==> config.mk <==
export PLATFORM = sky130hd
export DESIGN_NAME = ultrasonic_echo_ranger
export DESIGN_NICKNAME = d
export VERILOG_FILES = /design/src/rtl/uer_pkg.sv /design/src/rtl/ultrasonic_echo_ranger.sv /design/src/rtl/uer_mul_unit.sv /design/src/rtl/uer_phase_ctrl.sv
export SDC_FILE = /design/constraint.sdc
export NUM_CORES = 1
export LEC_CHECK = 0
export ABC_CLOCK_PERIOD_IN_PS = 22100
export BUFFER_PORTS_ARGS = -buffer_cell sky130_fd_sc_hd__buf_2
export CORE_UTILIZATION = 45
export DETAILED_ROUTE_END_ITERATION = 8
export PLACE_DENSITY = 0.63
export SKIP_LAST_GASP = 1
export SYNTH_ARGS = -nofsm -noshare
export SYNTH_HDL_FRONTEND = slang
export SYNTH_SLANG_ARGS = --single-unit
==> constraint.sdc <==
create_clock -name clk -period 22.1 [get_ports clk]
set_input_delay 0 -clock clk [delete_from_list [all_inputs] [get_ports clk]]
set_output_delay 0 -clock clk [all_outputs]
set_load 0.03 [all_outputs]
==> src/rtl/uer_pkg.sv <==
package uer_pkg;

  // field and datapath widths
  localparam int unsigned COUNT_W     = 17;
  localparam int unsigned GAIN_W      = 16;
  localparam int unsigned DIST_W      = 19;
  localparam int unsigned PROD1_W     = COUNT_W + GAIN_W;
  localparam int unsigned MUL_W       = PROD1_W + GAIN_W;
  localparam int unsigned PROD_W      = 44;
  localparam int unsigned SCALE_SHIFT = 22;
  localparam int unsigned CFG_IDX_W   = 2;
  localparam int unsigned IN_DATA_W   = 8;
  localparam int unsigned OUT_DATA_W  = 24;

  // fixed-point scale: 0.0343 / 2 * 256 / 16384 ~ 1124 / 2^22
  localparam logic [GAIN_W-1:0]  SCALE_MUL       = 16'd1124;
  localparam logic [DIST_W-1:0]  DIST_MAX        = '1;
  localparam logic [COUNT_W-1:0] COUNT_MAX       = '1;
  localparam logic [COUNT_W-1:0] TRIG_LOW_TICKS  = 17'd2;
  localparam logic [COUNT_W-1:0] TRIG_HIGH_TICKS = 17'd10;

  // configuration register indexes
  localparam logic [CFG_IDX_W-1:0] CFG_CAL_GAIN = 2'd0;
  localparam logic [CFG_IDX_W-1:0] CFG_TIMEOUT  = 2'd1;
  localparam logic [GAIN_W-1:0]    GAIN_RESET    = 16'd16384;
  localparam logic [GAIN_W-1:0]    TIMEOUT_RESET = 16'd25000;

  // status codes
  localparam logic [1:0] STATUS_OK       = 2'd0;
  localparam logic [1:0] STATUS_NO_ECHO  = 2'd1;
  localparam logic [1:0] STATUS_TOO_LONG = 2'd2;

  // measurement phase
  typedef enum logic [2:0] {
    PH_IDLE      = 3'd0,
    PH_TRIG_LOW  = 3'd1,
    PH_TRIG_HIGH = 3'd2,
    PH_WAIT_RISE = 3'd3,
    PH_MEASURE   = 3'd4
  } phase_t;

  // item sequencer
  typedef enum logic [2:0] {
    SEQ_IDLE      = 3'd0,
    SEQ_MUL_GAIN  = 3'd1,
    SEQ_MUL_SCALE = 3'd2,
    SEQ_SAT       = 3'd3,
    SEQ_OUT       = 3'd4
  } seq_t;

  // outcome of one tick, from the phase controller to the sequencer
  typedef struct packed {
    logic               trig;
    logic               busy;
    logic               done;
    logic [1:0]         status;
    logic               calc;
    logic [COUNT_W-1:0] ticks;
  } step_t;

endpackage

==> src/rtl/ultrasonic_echo_ranger.sv <==
// channel  | direction | signals                        | contents
// in_      | slave     | in_tvalid/in_tready/in_tdata   | one microsecond tick
// out_     | master    | out_tvalid/out_tready/out_tdata| one result per tick
// cfg_     | slave     | cfg_valid/cfg_ready/index/data | register write, always ready
//
// A tick that ends no pulse is offered on out_ from the cycle after its transfer;
// the next tick may transfer in the same cycle as that result, so ticks can stream back to back while out_ is ready.
// A tick that closes an echo pulse makes two passes through the one
// shared 33x16 multiplier (ticks*gain, then *1124), a saturation step, then out_.
// Reset (rst_n low, synchronous) gives idle, gain 16384, timeout 25000, distance 0.
// out_ stalls hold the result and block further input transfers.
module ultrasonic_echo_ranger (
  input  logic                           clk,
  input  logic                           rst_n,
  input  logic                           in_tvalid,
  output logic                           in_tready,
  // [0] start_request, [1] echo_level, [7:2] zero
  input  logic [uer_pkg::IN_DATA_W-1:0]  in_tdata,
  output logic                           out_tvalid,
  input  logic                           out_tready,
  // [0] trigger_level, [1] busy_res, [2] done_res, [4:3] status, [23:5] distance_q8
  output logic [uer_pkg::OUT_DATA_W-1:0] out_tdata,
  input  logic                           cfg_valid,
  output logic                           cfg_ready,
  input  logic [uer_pkg::CFG_IDX_W-1:0]  cfg_index,
  input  logic [uer_pkg::GAIN_W-1:0]     cfg_data
);
  import uer_pkg::*;

  seq_t               seq_r, seq_nxt;
  logic [GAIN_W-1:0]  gain_r;
  logic [GAIN_W-1:0]  timeout_r;
  logic [DIST_W-1:0]  last_dist_r;
  logic [COUNT_W-1:0] ticks_r;
  logic               res_trig_r;
  logic               res_busy_r;
  logic               res_done_r;
  logic [1:0]         res_status_r;
  logic               in_xfer;
  logic               cfg_xfer;
  logic               mul_en;
  logic               mul_sel_scale;
  logic               dist_load;
  logic [PROD_W-1:0]  prod;
  logic [DIST_W-1:0]  dist_sat;
  step_t              step;

  assign in_tready  = (seq_r == SEQ_IDLE) || ((seq_r == SEQ_OUT) && out_tready);
  assign in_xfer    = in_tvalid && in_tready;
  assign out_tvalid = (seq_r == SEQ_OUT);
  assign out_tdata  = {last_dist_r, res_status_r, res_done_r, res_busy_r, res_trig_r};
  assign cfg_ready  = 1'b1;
  assign cfg_xfer   = cfg_valid && cfg_ready;

  // tick phase controller
  uer_phase_ctrl u_phase (
    .clk     (clk),
    .rst_n   (rst_n),
    .step_en (in_xfer),
    .start   (in_tdata[0]),
    .echo    (in_tdata[1]),
    .timeout (timeout_r),
    .step    (step)
  );

  // shared multiplier
  uer_mul_unit u_mul (
    .clk       (clk),
    .en        (mul_en),
    .sel_scale (mul_sel_scale),
    .ticks     (ticks_r),
    .gain      (gain_r),
    .prod      (prod)
  );

  // drop the fraction, clamp at the top of the range
  assign dist_sat = (|prod[PROD_W-1:SCALE_SHIFT+DIST_W]) ? DIST_MAX
                                                          : prod[SCALE_SHIFT+DIST_W-1:SCALE_SHIFT];

  // configuration registers, zero gain writes are dropped
  always_ff @(posedge clk) begin
    if (!rst_n) begin
      gain_r    <= GAIN_RESET;
      timeout_r <= TIMEOUT_RESET;
    end else if (cfg_xfer) begin
      if ((cfg_index == CFG_CAL_GAIN) && (cfg_data != '0)) begin
        gain_r <= cfg_data;
      end
      if (cfg_index == CFG_TIMEOUT) begin
        timeout_r <= cfg_data;
      end
    end
  end

  // sequencer state and kept distance
  always_ff @(posedge clk) begin
    if (!rst_n) begin
      seq_r       <= SEQ_IDLE;
      last_dist_r <= '0;
    end else begin
      seq_r <= seq_nxt;
      if (dist_load) begin
        last_dist_r <= dist_sat;
      end
    end
  end

  // per-tick result fields captured on the input transfer
  always_ff @(posedge clk) begin
    if (in_xfer) begin
      res_trig_r   <= step.trig;
      res_busy_r   <= step.busy;
      res_done_r   <= step.done;
      res_status_r <= step.status;
      ticks_r      <= step.ticks;
    end
  end

  // sequencer next state and unit controls
  always_comb begin
    seq_nxt       = seq_r;
    mul_en        = 1'b0;
    mul_sel_scale = 1'b0;
    dist_load     = 1'b0;
    case (seq_r)
      SEQ_IDLE: begin
        if (in_xfer) begin
          seq_nxt = step.calc ? SEQ_MUL_GAIN : SEQ_OUT;
        end
      end
      SEQ_MUL_GAIN: begin
        mul_en  = 1'b1;
        seq_nxt = SEQ_MUL_SCALE;
      end
      SEQ_MUL_SCALE: begin
        mul_en        = 1'b1;
        mul_sel_scale = 1'b1;
        seq_nxt       = SEQ_SAT;
      end
      SEQ_SAT: begin
        dist_load = 1'b1;
        seq_nxt   = SEQ_OUT;
      end
      SEQ_OUT: begin
        if (out_tready) begin
          if (in_xfer) begin
            seq_nxt = step.calc ? SEQ_MUL_GAIN : SEQ_OUT;
          end else begin
            seq_nxt = SEQ_IDLE;
          end
        end
      end
      default: begin
        seq_nxt = SEQ_IDLE;
      end
    endcase
  end

endmodule

==> src/rtl/uer_mul_unit.sv <==
module uer_mul_unit (
  input  logic                         clk,
  input  logic                         en,
  input  logic                         sel_scale,
  input  logic [uer_pkg::COUNT_W-1:0]  ticks,
  input  logic [uer_pkg::GAIN_W-1:0]   gain,
  output logic [uer_pkg::PROD_W-1:0]   prod
);
  import uer_pkg::*;

  logic [PROD1_W-1:0] a_op;
  logic [GAIN_W-1:0]  b_op;
  logic [MUL_W-1:0]   full;
  logic [PROD_W-1:0]  prod_r;

  // first pass ticks * gain, second pass partial product * scale constant
  assign a_op = sel_scale ? prod_r[PROD1_W-1:0] : {{GAIN_W{1'b0}}, ticks};
  assign b_op = sel_scale ? SCALE_MUL : gain;
  assign full = {{GAIN_W{1'b0}}, a_op} * {{PROD1_W{1'b0}}, b_op};

  always_ff @(posedge clk) begin
    if (en) begin
      prod_r <= full[PROD_W-1:0];
    end
  end

  assign prod = prod_r;

endmodule

==> src/rtl/uer_phase_ctrl.sv <==
module uer_phase_ctrl (
  input  logic                        clk,
  input  logic                        rst_n,
  input  logic                        step_en,
  input  logic                        start,
  input  logic                        echo,
  input  logic [uer_pkg::GAIN_W-1:0]  timeout,
  output uer_pkg::step_t              step
);
  import uer_pkg::*;

  phase_t             phase_r, phase_nxt;
  logic [COUNT_W-1:0] cnt_r, cnt_nxt;
  logic [COUNT_W-1:0] cnt_inc;
  logic [COUNT_W-1:0] limit;

  assign cnt_inc = (cnt_r == COUNT_MAX) ? cnt_r : cnt_r + COUNT_W'(1);
  assign limit   = {1'b0, timeout};

  // phase register advances once per accepted tick
  always_ff @(posedge clk) begin
    if (!rst_n) begin
      phase_r <= PH_IDLE;
      cnt_r   <= '0;
    end else if (step_en) begin
      phase_r <= phase_nxt;
      cnt_r   <= cnt_nxt;
    end
  end

  // tick behavior of each phase
  always_comb begin
    phase_nxt   = phase_r;
    cnt_nxt     = cnt_r;
    step.trig   = 1'b0;
    step.done   = 1'b0;
    step.status = STATUS_OK;
    step.calc   = 1'b0;
    step.ticks  = cnt_r;
    case (phase_r)
      PH_TRIG_LOW: begin
        cnt_nxt = cnt_inc;
        if (cnt_inc >= TRIG_LOW_TICKS) begin
          phase_nxt = PH_TRIG_HIGH;
          cnt_nxt   = '0;
        end
      end
      PH_TRIG_HIGH: begin
        step.trig = 1'b1;
        cnt_nxt   = cnt_inc;
        if (cnt_inc >= TRIG_HIGH_TICKS) begin
          phase_nxt = PH_WAIT_RISE;
          cnt_nxt   = '0;
        end
      end
      PH_WAIT_RISE: begin
        if (echo) begin
          phase_nxt = PH_MEASURE;
          cnt_nxt   = COUNT_W'(1);
        end else begin
          cnt_nxt = cnt_inc;
          if (cnt_inc > limit) begin
            phase_nxt   = PH_IDLE;
            cnt_nxt     = '0;
            step.done   = 1'b1;
            step.status = STATUS_NO_ECHO;
          end
        end
      end
      PH_MEASURE: begin
        if (echo) begin
          cnt_nxt = cnt_inc;
          if (cnt_inc > limit) begin
            phase_nxt   = PH_IDLE;
            cnt_nxt     = '0;
            step.done   = 1'b1;
            step.status = STATUS_TOO_LONG;
          end
        end else begin
          // falling edge closes the pulse, width goes to scaling
          phase_nxt = PH_IDLE;
          cnt_nxt   = '0;
          step.done = 1'b1;
          step.calc = 1'b1;
        end
      end
      default: begin
        if (start) begin
          phase_nxt = PH_TRIG_LOW;
          cnt_nxt   = COUNT_W'(1);
        end else begin
          phase_nxt = PH_IDLE;
          cnt_nxt   = '0;
        end
      end
    endcase
    step.busy = (phase_nxt != PH_IDLE);
  end

endmodule

Word-level counts from Yosys, hierarchy flattened
Cells that the tools add are included.

Bits in registers: 140. Logic and storage cells: 77. Input port bits: 31.

Muxes and demuxes: 35. Equality and inequality tests: 12. Order comparisons: 3. $add $sub $neg: 1. Reduce and logical (&&, ||, !) cells: 13. Multipliers: 1.

Operators with widths (number): $mux 17 (6); $pmux 17 s4 (1); $mul 33x16->44 (1); $mux 3 (12); $mux 33 (1); $mux 19 (1); $add 17x1->17 const B (1); $eq 17x17->1 const B (1); $ge 17x2->1 const B (1); $ge 17x4->1 const B (1); $gt 17x16->1 (1); $mux 16 (1); $reduce_bool 16->1 (1); $pmux 3 s5 (1); $eq 3x2->1 const B (4); $pmux 3 s4 (1); $mux 1 (9); $eq 3x1->1 const B (2); $eq 3x3->1 const B (2); $pmux 3 s2 (1); $reduce_and 2->1 (3); $logic_and 1x1->1 (3); $logic_not 3->1 (1); $reduce_bool 3->1 (1); 8 further kinds (8).

Longest topological paths before layout
Gate-level depths: netlist (run 1).

Word-level depth: 7. Mapped depth: 30. Gate-level depth less buffers: 26.

By module
From an unflattened synthesis (run 1), not the netlist that was laid out.

Cell total of the unflattened synthesis: 2243. Area total of the unflattened synthesis: 21535.7 sq um.

By module, submodules not included: uer_mul_unit (cells each 1679, area each 16497.1 sq um, times used 1); ultrasonic_echo_ranger (cells each 241, area each 2778.9 sq um, times used 1); uer_phase_ctrl (cells each 323, area each 2259.7 sq um, times used 1).

Least setup slack after synthesis (run 1)
OpenSTA, ideal clock, no wires.

Kind: reg2reg. From: reg seq_r[0]. To: reg u_mul.prod_r[40], in the netlist u_mul.prod[40], data pin. Path buffers: 4. Setup time: 272 ps. Clock period less this slack: 7482 ps. Data arrival time: 7210 ps. Cell stages (with the launch flop): 30. Slack: 14618 ps. Cells stage by stage: dfxtp_1 -> clkbuf_1 -> nor2_1 -> nand2_1 -> clkbuf_1 -> and2_1 -> clkbuf_1 -> clkbuf_1 -> nand2_1 -> fa_1 -> inv_1 -> fa_1 -> inv_1 -> fa_1 -> inv_1 -> fa_1 -> fa_1 -> inv_1 -> fa_1 -> inv_1 -> ha_1 -> and4_1 -> nand4_1 -> nor3_1 -> o21ai_0 -> o21ai_0 -> nand2_1 -> o41a_1 -> mux2i_1 -> or4_1.

Word-level cells in the longest chain between the ends: 4. Elaborated cells on any way between the ends: 5.

Ends and longest elaborated chain: start, declared (line ultrasonic_echo_ranger.sv:30) `seq_t seq_r, seq_nxt;`; start signal, assigned (line ultrasonic_echo_ranger.sv:101) `seq_r <= seq_nxt;`; $eq 3x2->1 * (line ultrasonic_echo_ranger.sv:125) `case (seq_r)`; $mux 1 * (line ultrasonic_echo_ranger.sv:125); $mux 33 or $mux 16 (tied branches) (line uer_mul_unit.sv:17, uer_mul_unit.sv:18); $mul 33x16->44 * (line uer_mul_unit.sv:19) `assign full = {{GAIN_W{1'b0}}, a_op} * {{PROD1_W{1'b0}}, b_op};`; net u_mul.full[40] (line uer_mul_unit.sv:13) `logic [MUL_W-1:0] full;`; end signal, assigned (line uer_mul_unit.sv:23) `prod_r <= full[PROD_W-1:0];`; end, declared (line uer_mul_unit.sv:14) `logic [PROD_W-1:0] prod_r;`.

Mark *: on every way through the listed nets, which the timed path passes. The rest lies on a longest branch. A chain may end at the register's enable or synchronous reset.

Worst setup path in the final report (run 1)
From: reg seq_r[2]. To: reg u_mul.prod_r[40], in the netlist u_mul.prod[40], data pin.

The elaborated chain is that of the path after synthesis.

==> impl_results.md, run 1 <==
* Hold Crit Depth at 4
* DRC viols at 0
* Hpwl dp at just over 40000 µm
* FF+latch count, synth at 140
* Post-Synthesis Cells at 2170
* Via-per-instance ratio at 5.28
* Total CTS buffers at 17
* Setup ws final at about 12 ns
* Worst Max-Slew Pin Slew at about 1.2 ns
* VDD IR max at roughly 0.17 mV
* DP Worst Slack at approximately 12 ns
* Root buf cell: clkbuf_16
* Post-CTS sizing at 0
* Max Cap Viol at 0
* Clk buf depth at 2
* Clk sinks at between 100 and 150
* Initial Utilization at roughly 46%
* Leading cell type by number of instances after synthesis: inv_1
* Final hold vios at 0
* Post-route ant nets at 0
* Largest net degree at the start of global routing at roughly 70
* Power Total at 2.65 mW
* Design Area, Final at between 20000 and 25000 µm²
* F_max at 101 MHz
* Post-synth cell types at 83
* Placed insts at about 2.9k
* Cell area after synthesis at approximately 21000 µm²
* Worst rel slew slack at a little under a quarter
* Hold Crit Start: in_tvalid
* R2r endpoint: u_mul.prod[40]
* Setup crit end kind: register
* Wire length of the first global-routing pass at around 86000 µm
* DP Area at approximately 23000 µm²
* Number of synthesized flops with an enable pin at 66
* Pwr/cell area at between 100 and 150 nW/µm²
* Finished Layout Cells at 2965
* Commonest cells post-synth: inv_1 (501), fa_1 (424), nand2_1 (235)
* Reg2reg path depth at 25
* Hold endpoint: u_phase.phase_r[1]
* Number of fill cells at around 4.3k
* Max FO, Critical Path at 71
* R2r setup slk at 12.22 ns
* Clock latency on the worst-skew pair at roughly 0.44 ns
* CTS tree: built
* Worst Setup Path Type: register to register
* Status: finished, final reports clean
* Synthesis Warnings at 0
* # nets final at 2912
* Drt wl/cell at 17.6 µm
* Clk pin slew, worst setup/hold paths at roughly 0.06 ns
* Core area at 46500 µm²
* Synth top area cells: fa_1 (40%), edfxtp_1 (9.4%), inv_1 (8.9%)
* Yosys top cell area share at approximately two fifths
* CP Launch Type: register
* Hold WC Path Type: primary input to register
* CP required at ~22 ns
* Main synth FF type: dfxtp_1
* Post-CTS setup buffer count at 0
* Fin crit period at approximately 9.9 ns
* Row count at about 80
* Final setup viols at 0
* Total Wirelength at 52200 µm
* Final Max Tran Viols at 0
* RSZ-0062 raised after global routing: false
* Gr usage total at 23.3%
* GR Overflow Total at 0
* Final weighted congestion in routability-driven placement at slightly below 0.9
* Vias at 15.6k
* Synthesis-to-layout area growth at 10.1%
* Final Skew at 0.0117 ns
* FFs w/ async S/R, synth at 0%
* Leakage at roughly 12 nW
* Vias in the first global route at between 15k and 20k
* Register area at ~3500 µm²
* Port bufs at 50
* Seq/Total Area, Yosys at approximately 16%
* Synth area leader: fa_1
* Total die area at ~48000 µm²
* Final period utilization at 44.7%
* Area used by multi-input combinational logic at 16100 µm²
* Chip width at 219 µm
* H-tree depth at 4
* Diode count at 0
* Share of cells above drive strength 1 at under 10%
* I/O pins at a little under 60
* R2R Path Start: seq_r[2]
* Initial antenna violation count at 0
* Die Ht at about 220 µm
* Final TNS setup at 0 ns
* Avg Cell Area, Syn at between 9 and 10 µm²
* WP data arrival at around 10 ns
* First-pass DRT Iterations at 5
* DRT iter0 DRCs at 995
==> layout make-up <==
cell class                 count  share of cell area (%)
multi-input combinational   1600                    68.8
sequential                   140                    14.8
inverter                     503                    8.09
tap                          607                    3.26
timing repair buffer          83                    2.34
clock buffer                  26                    2.33
clock inverter                 6                   0.311
==> metal layers <==
| layer | GRT usage [%] | vias to the layer above | wire length (µm) | share of wire, % |
|---|---|---|---|---|
| met2 | 37.8 | 480 | 25200 | 48 |
| met4 | 5.14 | 0 | 771 | 1.5 |
| met5 | 0 | - | 0 | 0 |
| met1 | 33.3 | 8081 | 23400 | 45 |
| met3 | 2.80 | 63 | 2830 | 5.4 |
| li1 | - | 7025 | - | - |
==> power by group <==
part	switching, mW	total, mW	internal (mW)	leakage [nW]
registers	0.0151	0.391	0.376	1.22
clock network	0.122	0.306	0.183	0.301
logic	1.15	1.95	0.804	10.0
total	1.28	2.65	1.36	11.6
==> critical path, stage by stage (launching register included) <==
cell and delay, ns:
dfxtp_1 0.39, nor2_1 0.65, nand2_2 0.60, buf_4 0.51, and2_1 0.54, a22o_1 0.33
fa_1 0.50, inv_1 0.05, fa_1 0.46, fa_1 0.51, inv_1 0.05, fa_1 0.53
fa_1 0.50, inv_1 0.05, fa_1 0.48, inv_1 0.04, ha_1 0.35, and4_1 0.24
nand4_1 0.12, nor3_1 0.46, o21ai_0 0.33, o21ai_0 0.48, nand2_1 0.21, o41a_1 0.45
mux2i_1 0.15, or4_1 0.58
==> worst max path at each step <==
stage	from	end	cells past startpoint
finish	seq_r[2]	u_mul.prod[40]	25
global route	seq_r[2]	u_mul.prod[40]	24
CTS	seq_r[2]	u_mul.prod[40]	24
detailed placement	seq_r[2]	u_mul.prod[40]	24
global placement	seq_r[2]	u_mul.prod[40]	24
floorplan	seq_r[0]	u_mul.prod[40]	29
==> cells by family after synthesis <==
logic type,count (synthesis),synth area share (%)
other,2,0.0355
DFF,140,16.4
buffers and inverters,606,11.0
AOI/OAI and AO/OA,300,10.6
xor gates and xnor gates,50,2.07
adders and majority gates,536,46.7
muxes,24,1.15
and+or+nand+nor,512,12.1
==> through the flow <==
step | hold slack (ns) | util, %
final | 0.0483 | 50.2
after global routing | 0.0924 | 50.2
after CTS | 0.0307 | 50.2
after detailed placement | 0.289 | 48.5
after global placement | 0.267 | 48.5
after floorplan | 0.125 | -
==> layout by cell type, fill, tap and decap left out, types with 14 or more instances in the layout <==
cell type and n:
conb_1 178, dlygate4sd3_1 19, dfxtp_1 74, inv_1 501
fa_1 424, xnor2_1 33, a21oi_1 42, buf_4 14
a21o_1 22, ha_1 112, buf_2 50, clkbuf_16 21
o211ai_1 15, and2_1 21, o221a_2 20, mux2i_1 21
o21ai_0 40, xor2_1 17, edfxtp_1 66, nand2_1 234
a22oi_1 26, a22o_1 48, nor2_1 39, nand3_1 21
a21boi_0 14, nor2b_1 22, and3_1 101
==> sequential cells by signal, indices dropped and copies added, names as in the netlist <==
register	cells
gain_r	16
u_phase.phase_r	3
res_busy_r	1
u_phase.cnt_r	17
u_mul.prod	44
seq_r	3
timeout_r	16
ticks_r	17
res_status_r	2
res_done_r	1
res_trig_r	1
last_dist_r	19
==> timing repair <==
item / CTS / global route
endpoints found under the setup margin: 0 / 0
hold buffers: 19 / 0
endpoints found under the hold margin: 36 / 0
No activity file was read; power rests on OpenSTA's default activity.
==> run 2: changes to the inputs <==
--- a/config.mk
+++ b/config.mk
@@ -5,7 +5,7 @@
 export SDC_FILE = /design/constraint.sdc
 export NUM_CORES = 1
 export LEC_CHECK = 0
-export ABC_CLOCK_PERIOD_IN_PS = 22100
+export ABC_CLOCK_PERIOD_IN_PS = 9200
 export BUFFER_PORTS_ARGS = -buffer_cell sky130_fd_sc_hd__buf_2
 export CORE_UTILIZATION = 45
 export DETAILED_ROUTE_END_ITERATION = 8
==> constraint.sdc (replaced) <==
create_clock -name clk -period 9.2 [get_ports clk]
set_input_delay 0 -clock clk [delete_from_list [all_inputs] [get_ports clk]]
set_output_delay 0 -clock clk [all_outputs]
set_load 0.03 [all_outputs]
==> run 2 against run 1 <==
Utilization is 0.15 points higher. First-iteration DRC count is 10% higher. Combinational power is 140% higher. Critical endpoint unchanged. Highest routed layer unchanged. Sequential power is 140% higher. Final cell count is 0.34% higher.
==> impl_results.md, run 2 (synthesized netlist as in run 1, its figures left out) <==
* Clk buf depth at 2 (unchanged)
* CTS tree: built
* Diode count at 0 (unchanged)
* Chip width at 219 µm (unchanged)
* Share of power burned in registers at 14.8% (about the same)
* Post-CTS sizing at 0 (unchanged)
* Wire length of the first global-routing pass at 86200 µm (+0.37%)
* Initial Utilization at 45.6% (unchanged)
* Root buf cell: clkbuf_16
* Leakage at 11.6 nW (+0.40%)
* Hold WC Path Type: primary input to register
* Clk sinks at 140 (unchanged)
* Clk pin slew, worst setup/hold paths at 0.07 ns (about the same)
* Clock power share at 11.4% (-0.2 points)
* Synthesis-to-layout area growth at 10.5%
* I/O pins at 58 (unchanged)
* Total die area at 47900 µm² (unchanged)
* # nets final at 2922 (+0.34%)
* Via-per-instance ratio at 5.23 (-0.92%)
* Final TNS setup at 0 ns (unchanged)
* Total Wirelength at 52300 µm (about the same)
* First-pass DRT Iterations at 6 (+1)
* Drt wl/cell at 17.6 µm (-0.30%)
* Final hold vios at 0 (unchanged)
* Int Power at 3.22 mW (+140%)
* VDD IR max at 0.470 mV (+180%)
* Die Ht at 219 µm (unchanged)
* Gr usage total at 23.3% (+0.037 points)
* CP required at 9.38 ns (-12.88 ns)
* Vias in the first global route at 16.2k (+0.93%)
* Worst Max-Slew Pin Slew at 1.25 ns (+0.0897 ns)
* Final setup viols at 0 (unchanged)
* Share of cells above drive strength 1 at 6.59% (+0.61 points)
* Pwr/cell area at 271 nW/µm² (+140%)
* Most common cell after layout, fill and taps aside: inv_1
* Largest net degree at the start of global routing at 64 (-11%)
* F_max at 116 MHz (+15%)
* Total CTS buffers at 17 (unchanged)
* Sw frac at 49.3% (+0.79 points)
* Final Skew at 0.0136 ns (+0.00187 ns)
* Hpwl dp at 41500 µm (+1.5%)
* Largest register FFs at 44 (unchanged)
* Final weighted congestion in routability-driven placement at 0.914 (+2.6%)
* Row count at 79 (unchanged)
* Psw at 3.13 mW (+140%)
* Combinational power share at 73.8% (about the same)
* Setup crit end kind: register
* GR Overflow Total at 0 (unchanged)
* Most frequent cells in the layout: inv_1 (501), fa_1 (424), nand2_1 (234)
* Clock latency on the worst-skew pair at 0.44 ns (about the same)
* Port bufs at 50 (unchanged)
* Post-route ant nets at 0 (unchanged)
* Worst rel slew slack at 16.7% (-6.0 points)
* RSZ-0062 raised after global routing: false
* Power Total at 6.35 mW (+140%)
* Max Cap Viol at 0 (unchanged)
* CP Launch Type: register
* Final period utilization at 93.5% (+49 points)
* Fin crit period at 8.60 ns (-1.28 ns)
* Worst Setup Path Type: register to register
* Status: finished, final reports clean
* H-tree depth at 4 (unchanged)
* DRT iter0 DRCs at 1096 (+10%)
* Vias at 15.6k (-0.58%)
* Final Max Tran Viols at 0 (unchanged)
* Max FO, Critical Path at 61 (-14%)
* Initial antenna violation count at 0 (unchanged)
* Core area at 46500 µm² (unchanged)
* WP data arrival at 8.77 ns (-1.27 ns)
* DRC viols at 0 (unchanged)
## run 2: cell types whose count changed in the layout (fill, tap and decap cells not counted), sizes merged
| cell | before | now |
|---|---|---|
| buf | 64 | 74 |
| bufinv | 1 | 0 |
| clkbuf | 26 | 17 |
| clkinv | 6 | 9 |
| inv | 502 | 509 |
## run 2: layout make-up
type	count	area, µm²
Fill cell	4404	23100
Timing Repair Buffer	93	621
Multi-Input combinational cell	1600	16100
Sequential cell	140	3460
Inverter	503	1890
Tap cell	607	759
Clock buffer	17	425
Clock inverter	15	186
## run 2: worst paths after layout
| kind | from | to | slack (ns) | cells past startpoint |
|---|---|---|---|---|
| max | seq_r[2] | u_mul.prod[40] | 0.60 | 27 |
| min | in_tvalid | u_phase.phase_r[1] | 0.01 | 4 |
| max reg2reg | seq_r[2] | u_mul.prod[40] | 0.60 | 27 |
| min reg2reg | timeout_r[4] | timeout_r[4] | 0.47 | 2 |
## run 2: stage by stage
stage	cells	setup WS (ns)	area (µm²)	hold slack [ns]	util (%)
2_1_floorplan	2346	1.72	21800	0.125	-
3_5_place_dp	2924	0.734	22600	0.280	48.6
4_1_cts	2975	0.660	23400	0.00165	50.4
6_report	2975	0.600	23400	0.0127	50.4
3_3_place_gp	2924	0.782	22600	0.272	48.6
5_1_grt	2975	0.0957	23400	0.0519	50.4
## run 2: routing by layer
| metal | global-route usage, % | vias to the layer above | wire length [µm] |
|---|---|---|---|
| li1 | - | 7068 | - |
| met1 | 32.3 | 7924 | 22600 |
| met2 | 37.3 | 478 | 24800 |
| met3 | 3.98 | 88 | 3390 |
| met4 | 7.13 | 0 | 1400 |
| met5 | 0.208 | - | 0 |
## run 2: power groups by stage
stage / logic (mW) / clock network, mW / registers, mW
2_1_floorplan: 3.51 / 0 / 0.927
3_3_place_gp: 4.55 / 0 / 0.952
3_5_place_dp: 4.56 / 0 / 0.952
4_1_cts: 4.68 / 0.737 / 0.938
5_1_grt: 5.37 / 0.756 / 0.941
6_report: 4.68 / 0.724 / 0.940
## run 2: what timing repair did
action                    in CTS  in global routing
hold endpoints to repair      36                  0
hold buffers                  19                  0
buffers inserted               0                  0
## run 2: worst max-delay path, cell delays in order, from the launching register on
cell and delay (ns):
dfxtp_1 0.50, nor2_1 0.11, nand2_2 0.30, buf_4 0.52, and2_1 0.74, nand2_1 0.16
fa_1 0.40, inv_1 0.08, fa_1 0.41, inv_1 0.09, fa_1 0.39, inv_1 0.08
fa_1 0.45, fa_1 0.51, inv_1 0.05, fa_1 0.48, inv_1 0.04, ha_1 0.36
and4_1 0.26, nand4_1 0.11, nor3_1 0.43, o21ai_0 0.29, o21ai_0 0.22, buf_4 0.15
nand2_1 0.11, o41a_1 0.40, mux2i_1 0.14, or4_1 0.53
==> run 3: changes to the inputs <==
--- a/config.mk
+++ b/config.mk
@@ -13,4 +13,5 @@
 export SKIP_LAST_GASP = 1
 export SYNTH_ARGS = -nofsm -noshare
 export SYNTH_HDL_FRONTEND = slang
+export SYNTH_HIERARCHICAL = 1
 export SYNTH_SLANG_ARGS = --single-unit
==> run 3 against run 2 <==
Final cell count grew 1.8%. Area after synthesis grew 1.7%. Clock power shrank 5.9%. Sequential share of layout area shrank 0.14 points. Hold slack gained 0.0099 ns. Non-clock buffer count shrank 6. Global-route usage grew 1.0 points. Critical path type unchanged. Largest cell class unchanged. Largest power group unchanged.
==> impl_results.md, run 3 <==
* CP required at 9.37 ns (about the same)
* Synthesis Warnings at 6 (+6)
* Leading cell type by number of instances after synthesis: inv_1
* F_max at 128 MHz (+9.7%)
* Core area at 46900 µm² (+0.85%)
* Final period utilization at 85.2% (-8.3 points)
* Pwr/cell area at 296 nW/µm² (+9.0%)
* Cell area after synthesis at 21500 µm² (+1.7%)
* Diode count at 0 (unchanged)
* R2r endpoint: u_mul/prod[36]
* Hold WC Path Type: primary input to register
* Post-Synthesis Cells at 2243 (+3.4%)
* R2r setup slk at 1.36 ns (+0.76 ns)
* Root buf cell: clkbuf_16
* GR Overflow Total at 0 (unchanged)
* H-tree depth at 4 (unchanged)
* Fin crit period at 7.84 ns (-0.763 ns)
* DP Worst Slack at 1.59 ns (+0.858 ns)
* Final Skew at 0.0115 ns (-0.00213 ns)
* Hold endpoint: gain_r[14]
* Via-per-instance ratio at 5.22 (-0.16%)
* Number of fill cells at 4435 (+0.70%)
* CP max stage delay at 0.58 ns (-0.16 ns)
* Setup crit end kind: register
* # nets final at 2975 (+1.8%)
* Hpwl dp at 45000 µm (+8.2%)
* Largest register FFs at 44 (unchanged)
* CP Launch Type: register
* Area used by multi-input combinational logic at 16500 µm² (+2.5%)
* DRC viols at 0 (unchanged)
* Port bufs at 50 (unchanged)
* Post-synth cell types at 77 (-7.2%)
* Row count at 79 (unchanged)
* Largest net degree at the start of global routing at 90 (+41%)
* Cell Chain, Critical Path: nor3b_2 -> buf_4 -> nor2b_1 -> and2_1 -> fa_1 -> inv_1 -> fa_1 -> fa_1 -> inv_1 -> fa_1 -> fa_1 -> inv_1 -> fa_1 -> inv_1 -> ha_1 -> a21oi_1 -> o21ai_1 -> a211oi_1 -> nor2_1 -> a221oi_2 -> o21bai_1 -> a21oi_1 -> xnor2_1
* VDD IR max at 0.457 mV (-2.6%)
* Worst Max-Slew Pin Slew at 1.13 ns (-0.118 ns)
* Seq/Total Area, Yosys at 16.1% (-0.27 points)
* Yosys top cell area share at 39.4% (-0.66 points)
* I/O pins at 58 (unchanged)
* Gr usage total at 24.3% (+1.0 points)
* Share of cells above drive strength 1 at 6.15% (-0.44 points)
* Synthesis-to-layout area growth at 9.72%
* Initial Utilization at 46.0% (+0.38 points)
* Most common cell after layout, fill and taps aside: inv_1
* Reg2reg path depth at 23 (-15%)
* Slowest stage cell, crit path: nor3b_2
* Clock latency on the worst-skew pair at 0.43 ns (about the same)
* Register area at 3460 µm² (unchanged)
* Final Max Tran Viols at 0 (unchanged)
* Total die area at 48700 µm² (+1.7%)
* Post-route ant nets at 0 (unchanged)
* Commonest cells post-synth: inv_1 (471), fa_1 (424), nand2_1 (269)
* Clk sinks at 140 (unchanged)
* Final weighted congestion in routability-driven placement at 0.926 (+1.3%)
* Avg Cell Area, Syn at 9.60 µm² (-1.6%)
* FFs w/ async S/R, synth at 0% (unchanged)
* Max Cap Viol at 0 (unchanged)
* DRT iter0 DRCs at 1263 (+15%)
* CTS tree: built
* Total Wirelength at 55500 µm (+6.3%)
* Vias at 15.8k (+1.7%)
* Final setup viols at 0 (unchanged)
* Total CTS buffers at 17 (unchanged)
* WP data arrival at 8.00 ns (-0.77 ns)
* Hold Crit Start: cfg_index[0]
* RSZ-0062 raised after global routing: false
* Final hold vios at 0 (unchanged)
* R2R Path Start: seq_r[1]
* Most frequent cells in the layout: inv_1 (471), fa_1 (424), nand2_1 (269)
* Hold Crit Depth at 4 (unchanged)
* FF+latch count, synth at 140 (unchanged)
* Wire length of the first global-routing pass at 90600 µm (+5.0%)
* Final TNS setup at 0 ns (unchanged)
* Worst Setup Path Type: register to register
* Max FO, Critical Path at 39 (-36%)
* Hold slack at 0.0227 ns (+0.00995 ns)
* Worst rel slew slack at 24.5% (+7.8 points)
* Post-CTS sizing at 0 (unchanged)
* Status: finished, final reports clean
* Setup ws final at 1.36 ns (+0.763 ns)
* Leakage at 11.3 nW (-2.6%)
* Vias in the first global route at 17.0k (+4.5%)
* Drt wl/cell at 18.3 µm (+4.4%)
* # hold bufs at CTS at 21 (+2)
* Synth top area cells: fa_1 (39%), edfxtp_1 (9.2%), inv_1 (8.2%)
* Chip width at 221 µm (+0.83%)
* Post-CTS setup buffer count at 0 (unchanged)
* Critical Path Most Common Cell: fa_1
* First-pass DRT Iterations at 8 (+2)
* Die Ht at 221 µm (+0.83%)
* Synth area leader: fa_1
* Clk pin slew, worst setup/hold paths at 0.07 ns (about the same)
* Number of synthesized flops with an enable pin at 66 (unchanged)
* Clk buf depth at 2 (unchanged)
* Main synth FF type: dfxtp_1
* Initial antenna violation count at 0 (unchanged)
## run 3: changes by cell type after synthesis, sizes merged, moves of 12 or more
cell   before  now
nand2     236  269
and3      103    9
and2       23  103
a21oi      44   70
nor2b      22   34
nand4      10   27
buf        13   35
nand3      24   44
inv       501  471
## run 3: per-stage QoR
stage               power (mW)  util, %  std cells  instance area, µm²
global placement          6.17     48.7       2977               22800
finish                    6.99     50.4       3030               23600
detailed placement        6.20     48.7       2977               22800
floorplan                 5.02        -       2418               22200
CTS                       6.95     50.4       3030               23600
global route              7.66     50.4       3030               23600
## run 3: area by class of cell
class                   instances  share of cell area (%)
clock buffers                  17                    1.80
clock inverters                15                   0.694
inverters                     471                    7.48
multi-input cells            1693                    69.6
flip-flops and latches        140                    14.7
well taps                     607                    3.21
repair buffers                 87                    2.51
## run 3: worst max-delay path by stage
stage / startpoint / to / slack [ns]
after floorplan: seq_r[1] / u_mul/prod[37] / 2.11
after global placement: seq_r[1] / u_mul/prod[36] / 1.71
after detailed placement: seq_r[1] / u_mul/prod[36] / 1.59
after CTS: seq_r[1] / u_mul/prod[36] / 1.53
after global routing: seq_r[1] / u_mul/prod[40] / 1.11
final: seq_r[1] / u_mul/prod[36] / 1.36
## run 3: worst max-delay path: cells and delay by family, from the launching register on
family                     cells  cell delay, ns
xor gates and xnor gates       1            0.10
adders and majority gates      7            3.34
AOI/OAI and AO/OA              6            1.64
and+or+nand+nor                4            1.28
buffers and inverters          5            0.73
DFF                            1            0.45
## run 3: logic make-up after synthesis
kind of cell	Yosys count	synth area share, %
AOI/OAI and AO/OA	306	10.5
xor gates and xnor gates	64	2.60
adders and majority gates	534	45.8
buffers and inverters	585	10.6
DFF	140	16.1
muxes	15	0.697
other	3	0.0523
and+or+nand+nor	596	13.7
## run 3: layer usage
metal / GRT usage (%) / routed length, µm
met1: 33.3 / 24100
met2: 39.5 / 26200
met3: 5.39 / 4260
met4: 5.32 / 986
met5: 0 / 0
## run 3: power breakdown
group / leakage, nW / internal, mW / switching [mW]
Combinational: 9.80 / 2.12 / 3.25
Sequential: 1.22 / 0.909 / 0.0306
Clock: 0.292 / 0.365 / 0.315
Total: 11.3 / 3.39 / 3.60
